==> src/rtl/bair_pkg.sv <==
package bair_pkg;

   localparam int MAX_SRC_WIDTH  = 512;
   localparam int MAX_SRC_HEIGHT = 512;

   localparam int DEPTH  = MAX_SRC_WIDTH * MAX_SRC_HEIGHT;
   localparam int ADDR_W = (DEPTH > 1) ? $clog2(DEPTH) : 1;
   localparam int SX_W   = $clog2(MAX_SRC_WIDTH + 1);
   localparam int SY_W   = $clog2(MAX_SRC_HEIGHT + 1);
   localparam int CRD_W  = 12;
   localparam int DSZ_W  = 13;
   localparam int SSZ_W  = 10;
   localparam int BPP_W  = 3;
   localparam int CSR_W  = 13;
   localparam int IDX_W  = 3;
   localparam int LANES  = 4;

   localparam int AREA_W = $clog2(DEPTH + 1);
   localparam int SUM_W  = 8 + AREA_W;
   localparam int BOX_W  = DSZ_W + ((SX_W > SY_W) ? SX_W : SY_W);
   localparam int DIV_W  = (SUM_W > BOX_W) ? SUM_W : BOX_W;
   localparam int DVS_W  = (AREA_W > DSZ_W) ? AREA_W : DSZ_W;
   localparam int CNT_W  = $clog2(DIV_W + 1);

   localparam logic [IDX_W-1:0] CSR_SRC_WIDTH  = 3'd0;
   localparam logic [IDX_W-1:0] CSR_SRC_HEIGHT = 3'd1;
   localparam logic [IDX_W-1:0] CSR_DST_WIDTH  = 3'd2;
   localparam logic [IDX_W-1:0] CSR_DST_HEIGHT = 3'd3;
   localparam logic [IDX_W-1:0] CSR_BPP        = 3'd4;

   typedef struct packed {
      logic clear;
      logic acc_en;
      logic sum_sel;
      logic start;
   } lane_ctl_type;

endpackage

==> src/rtl/bair_div.sv <==
module bair_div (
   input  logic                         clock,
   input  logic                         reset,
   input  logic                         start,
   input  logic [bair_pkg::DIV_W-1:0]   dividend,
   input  logic [bair_pkg::DVS_W-1:0]   divisor,
   output logic                         done,
   output logic [bair_pkg::DIV_W-1:0]   quotient
);
   import bair_pkg::*;

   logic [DVS_W-1:0] rem_ff, rem_in;
   logic [DIV_W-1:0] quo_ff, quo_in;
   logic [DVS_W-1:0] dvs_ff, dvs_in;
   logic [CNT_W-1:0] cnt_ff, cnt_in;
   logic             busy_ff, busy_in;
   logic             done_ff, done_in;
   logic [DVS_W:0]   trial;

   // Restoring division, one quotient bit per cycle; the dividend shifts out
   // of the top of quo_ff while quotient bits enter at the bottom.
   always_comb begin
      trial   = {rem_ff, quo_ff[DIV_W-1]};
      rem_in  = rem_ff;
      quo_in  = quo_ff;
      dvs_in  = dvs_ff;
      cnt_in  = cnt_ff;
      busy_in = busy_ff;
      done_in = 1'b0;
      if (start) begin
         rem_in  = '0;
         quo_in  = dividend;
         dvs_in  = divisor;
         cnt_in  = CNT_W'(DIV_W);
         busy_in = 1'b1;
      end else if (busy_ff) begin
         if (trial >= {1'b0, dvs_ff}) begin
            rem_in = DVS_W'(trial - {1'b0, dvs_ff});
            quo_in = {quo_ff[DIV_W-2:0], 1'b1};
         end else begin
            rem_in = trial[DVS_W-1:0];
            quo_in = {quo_ff[DIV_W-2:0], 1'b0};
         end
         cnt_in = cnt_ff - 1'b1;
         if (cnt_ff == CNT_W'(1)) begin
            busy_in = 1'b0;
            done_in = 1'b1;
         end
      end
   end

   always_ff @(posedge clock) begin
      rem_ff <= rem_in;
      quo_ff <= quo_in;
      dvs_ff <= dvs_in;
      cnt_ff <= cnt_in;
      if (reset) begin
         busy_ff <= 1'b0;
         done_ff <= 1'b0;
      end else begin
         busy_ff <= busy_in;
         done_ff <= done_in;
      end
   end

   assign done     = done_ff;
   assign quotient = quo_ff;

endmodule

==> src/rtl/bair_lane.sv <==
module bair_lane (
   input  logic                         clock,
   input  logic                         reset,
   input  bair_pkg::lane_ctl_type       ctl,
   input  logic [7:0]                   pix_byte,
   input  logic [bair_pkg::DIV_W-1:0]   box_dividend,
   input  logic [bair_pkg::DVS_W-1:0]   divisor,
   output logic                         done,
   output logic [bair_pkg::DIV_W-1:0]   quotient
);
   import bair_pkg::*;

   logic [SUM_W-1:0] sum_ff, sum_in;
   logic [DIV_W-1:0] dvd;

   always_comb begin
      sum_in = sum_ff;
      if (ctl.clear) begin
         sum_in = '0;
      end else if (ctl.acc_en) begin
         sum_in = sum_ff + SUM_W'(pix_byte);
      end
   end

   always_ff @(posedge clock) begin
      sum_ff <= sum_in;
   end

   // The divider first finds a box edge, later the channel average.
   assign dvd = ctl.sum_sel ? DIV_W'(sum_ff) : box_dividend;

   bair_div u_div (
      .clock    (clock),
      .reset    (reset),
      .start    (ctl.start),
      .dividend (dvd),
      .divisor  (divisor),
      .done     (done),
      .quotient (quotient)
   );

endmodule

==> config.mk <==
export PLATFORM = sky130hd
export DESIGN_NAME = bair_lane
export DESIGN_NICKNAME = d
export VERILOG_FILES = /design/src/rtl/bair_pkg.sv /design/src/rtl/bair_div.sv /design/src/rtl/bair_lane.sv
export SDC_FILE = /design/constraint.sdc
export NUM_CORES = 1
export LEC_CHECK = 0
export BUFFER_PORTS_ARGS = -buffer_cell sky130_fd_sc_hd__buf_2
export CORE_MARGIN = 5
export CORE_UTILIZATION = 45
export DETAILED_ROUTE_END_ITERATION = 6
export PLACE_DENSITY = 0.66
export SYNTH_ARGS = -nofsm -noshare
export SYNTH_HDL_FRONTEND = slang
export SYNTH_SLANG_ARGS = --single-unit
export TNS_END_PERCENT = 10
==> constraint.sdc <==
create_clock -name clock -period 4.33 [get_ports clock]
set_clock_uncertainty 0.2 [all_clocks]
set_input_delay 0.433 -clock clock [delete_from_list [all_inputs] [get_ports clock]]
set_output_delay 0.433 -clock clock [all_outputs]
set_load 0.02 [all_outputs]
; ---- Yosys cells after proc, flatten, opt, wreduce, memory -nomap -nowiden
; Cells that the tools add are included.
[totals]
regBits = 99
in_bits = 60
out_inout_bits = 28
word_cells = 24
[op_classes]
n_addsub = 3
order_cmp = 1
eq_ne = 1
n_mux = 9
bitwise = 1
n_reduce_logical = 2
[ops]
columns = cell, count
row1 = $mux W27, 3
row2 = $add A27 B8 Y27, 1
row3 = $ge A20 B19 Y1, 1
row4 = $mux W19, 1
row5 = $sub A19 B19 Y19, 1
row6 = $eq A5 B1 Y1 const B, 1
row7 = $mux W1, 5
row8 = $sub A5 B1 Y5 const B, 1
row9 = $reduce_or A3 Y1, 1
row10 = $reduce_bool A2 Y1, 1
row11 = $not A1 Y1, 1

; ---- Longest topological paths before layout
[logic_depth]
depth_word = 4
depth_mapped = 11

; ---- By module
; A second synthesis with hierarchy kept.
[hier_totals]
hier_cells = 573
area_unflattened_um2 = 5944.5
[modules_own_cells]
columns = mod, n_inst, cells_per_inst, area_per_inst_um2
row1 = bair_div, 1, 363, 3993.8
row2 = bair_lane, 1, 210, 1950.6

; ---- Least setup slack after synthesis
; OpenSTA, ideal clock, no wires.
[synth_timing]
path_kind = register to register
from = register u_div.quo_ff[26] (netlist: u_div.quotient[26])
to = register u_div.rem_ff[16]
setup_time_ps = 117
arrival_time_ps = 2386
t_required_ps = 4013
slack_ps = 1627
path_stages_with_launch = 12
path_cell_list = edfxtp_1 > inv_1 > ha_1 > fa_1 > nand2b_1 > a211oi_2 > o211ai_2 > a31o_2 > buf_6 > nand2_1 > o21ai_1 > a22o_1
[synth_between]
elab_chain_len = 2
word_cells_on_any_way = 3
cone_classes = 1 x add/sub / 1 x order compare / 1 x mux
[synth_lines]
columns = item, line
row1 = "start, declared", bair_div.sv:13  ; logic [DIV_W-1:0] quo_ff, quo_in;
row2 = "start signal, assigned", bair_div.sv:54  ; quo_ff <= quo_in;
row3 = $sub A19 B19 Y19 or $ge A20 B19 Y1 (tied branches), "bair_div.sv:38, bair_div.sv:37"
row4 = $mux W19 (*), bair_div.sv:37  ; if (trial >= {1'b0, dvs_ff}) begin
row5 = "end signal, assigned", bair_div.sv:53  ; rem_ff <= rem_in;
row6 = "end, declared", bair_div.sv:12  ; logic [DVS_W-1:0] rem_ff, rem_in;
; Every way passes the cells marked *; elsewhere a longest branch is shown, timed or not.
; A chain may end at the register's enable or synchronous reset.

; ---- Worst setup path in the final report
[layout_timing]
from = register u_div.quo_ff[26] (netlist: u_div.quotient[26])
to = register u_div.rem_ff[3]
; The elaborated chain is that of the path after synthesis.

==> impl_metrics.toml <==
[run_status]
status = "finished, final reports clean"

[worst_setup_path]
critPathBufInv = 1
cp_top_family = "compound AO/OA/AOI/OAI gates"
cp.arrival_ns = 3.25
critPathKind = "flop to flop"
slowest_stage = "a31oi_2"
end_kind = "flop"
slowest_delay_ns = 0.68
start_kind = "flop"
crit_chain = "inv_1, ha_1, fa_1, nand2b_1, a211oi_2, o211ai_2, a31oi_2, nand3b_1, a311oi_2"
r2r_start = "u_div.quotient[26]"
required_ns = 4.40
crit_fanout = 11
critPathLaunch = "u_div.quotient[26]"

[logic_synthesis]
synth_xor_area_share_pct = 6.15
synth_top_family_by_area = "compound AO/OA/AOI/OAI gates"
netlist.area_leader.share_pct = 24.9
synth_seq_cells = 99
ys.warnings.count = 0
synthSimpleGateAreaFrac_pct = 15.6
syn_area_per_cell_um2 = 9.63
synthCells = 577
synth.largest_area_cell = "edfxtp_1"
synthAdderAreaFrac_pct = 7.25
synth_top_flop_cell = "dfxtp_1"
synth.area.top_cells = "edfxtp_1 25%, dfxtp_1 19%, ha_1 6.5%"
synth.distinct_cells = 57
syn-num-nets = 668
synth-compound-area-share_pct = 16.2
synth_edf_count = 46
synthMuxAreaShare_pct = 6.31
netlist_area_um2 = 5560
synthArstFlopShare_pct = 0
seq_area_frac_synth_pct = 44.0

[global_route]
grt-ovfl-total = 0
grt_use_total_pct = 17.3
antenna_found_initial = 0
grt_max_degree = 69
grt_pass1_vias = 4396
grt_pass1_wl_mm = 20.6

[floorplan]
placementRows = 40
start_util_pct = 46.1
io_pins = 88
core_area_um2 = 12100
dieArea_um2 = 14700
die_x_um = 121
fp.dieH_um = 121

[cells_and_area]
n_antenna_cell = 0
mostFrequentLayoutCell = "buf_2"
most-common-layout-cells = "87 x buf_2, 79 x nor2_1, 53 x dfxtp_1"
fin_area_um2 = 6450
drive_gt1_share_pct = 19.4
postLayoutCoreUtil_pct = 53.5
area_growth_pct = 16.1
nNetsFinal = 746
fillers = 1106

[cts]
cts-htree-levels = 3
clock_latency_ns = 0.35
post-cts-setup-buffers = 0
cts_resized = 0
postCtsHoldBufs = 0
cts_sinks = 99
cts_buffer_depth = 2
root_buffer = "clkbuf_16"
path_clk_slew_ns = 0.07
cts_buffers = 9
cts_tree = "built"

[timing]
drv_slew = 0
hold_viol = 0
tns_ns = 0
worstMarginPinSlew_ns = 1.02
setup_viol = 0
max_slew_margin_pct = 31.5
fin_crit_sh_pct = 73.6
finalCriticalPeriod_ns = 3.19
max_freq_mhz = 314
rsz0062_at_grt = "false"

[place]
place_area_um2 = 6130
place_congestion = 0.873
numPortBuffers = 87
place_hpwl_mm = 9.04

[power]
total_power_mw = 2.41
power_density_nw_per_um2 = 373
p_leak_nw = 2.73
ir_worst_vdd_uv = 202

[routing]
dr.pass1.iters = 5
vias = 4415
ant_nets = 0
drt-total-wl_mm = 12.5
wl_per_cell_um = 15.1
route.detailed.drc = 0
drt_iter0_markers = 260
via_per_inst = 5.33

[hold_path]
hold_start = "reset"
hold_class = "primary input to flop"

[run]
cap_violations = 0
cell families (layout without fill, tap and decap cells):
group	Yosys count	count (layout)
multiplexers	35	35
adder cells (fa/ha/maj)	31	31
flip-flops	99	99
AO/OA/AOI/OAI	128	128
AND/OR/NAND/NOR	186	186
buffers and inverters	59	142
XOR/XNOR	39	39
Yosys cell counts, drive strengths merged, types with 2 or more instances:
cell,n
o41ai,2
o31ai,3
a21o,7
nand2,35
o211ai,7
a211o,2
nor2,79
ha,29
nand3,24
a32oi,6
nand2b,12
a41oi,2
inv,33
nor3,8
o21ai,25
nand4b,3
buf,11
dfxtp,53
o311ai,3
a21oi,53
fa,2
nand4,5
xnor2,21
a311oi,4
edfxtp,46
xor2,18
and3,7
nor2b,6
a211oi,4
a31oi,3
mux2i,35
clkbuf,15
cell type report:
class / count / area [µm²] / area share [%]
multi-input cells: 419 / 2870 / 44.5
flip-flops and latches: 99 / 2440 / 37.9
repair buffers: 93 / 480 / 7.45
clock buffers: 10 / 229 / 3.55
well taps: 168 / 210 / 3.26
inverters: 33 / 124 / 1.92
clock inverters: 6 / 95.1 / 1.47
stage by stage:
step                hold WS (ns)  worst slack (ns)  instances
floorplan                  0.245              1.63        577
global placement           0.254              1.32        812
detailed placement         0.266              1.23        812
CTS                       0.0367              1.19        828
global route              0.0400             0.953        828
finish                    0.0488              1.14        828
routing by layer:
| metal | part of all wire [%] | global-route usage, % | vias to the layer above |
|---|---|---|---|
| met3 | 6.0 | 4.85 | 14 |
| met1 | 46 | 22.1 | 2069 |
| li1 | - | - | 2223 |
| met5 | 0 | 0 | - |
| met2 | 46 | 28.1 | 109 |
| met4 | 1.4 | 6.23 | 0 |
final timing paths:
path	to	slack [ns]	cells past startpoint
worst max-delay path	u_div.rem_ff[3]	1.14	9
worst min-delay path	u_div.busy_ff	0.05	2
worst max register to register	u_div.rem_ff[3]	1.14	9
worst min register to register	sum_ff[25]	0.27	2
worst register-to-register path, cell delays in order, from the launching register on:
cell and delay [ns]:
edfxtp_1 0.38, inv_1 0.06, ha_1 0.22, fa_1 0.39
nand2b_1 0.20, a211oi_2 0.32, o211ai_2 0.18, a31oi_2 0.68
nand3b_1 0.19, a311oi_2 0.29
sequential cells by signal, summed over array words and instances, names as in the netlist:
register and cells:
sum_ff 27, u_div.quotient 27, u_div.dvs_ff 19, u_div.rem_ff 19, u_div.cnt_ff 5, u_div.busy_ff 1, u_div.done 1
power by group:
group	switching (mW)	internal [mW]
clock network	0.367	0.514
registers	0.0365	1.05
logic	0.262	0.177
(Power assumes the default switching activity.)
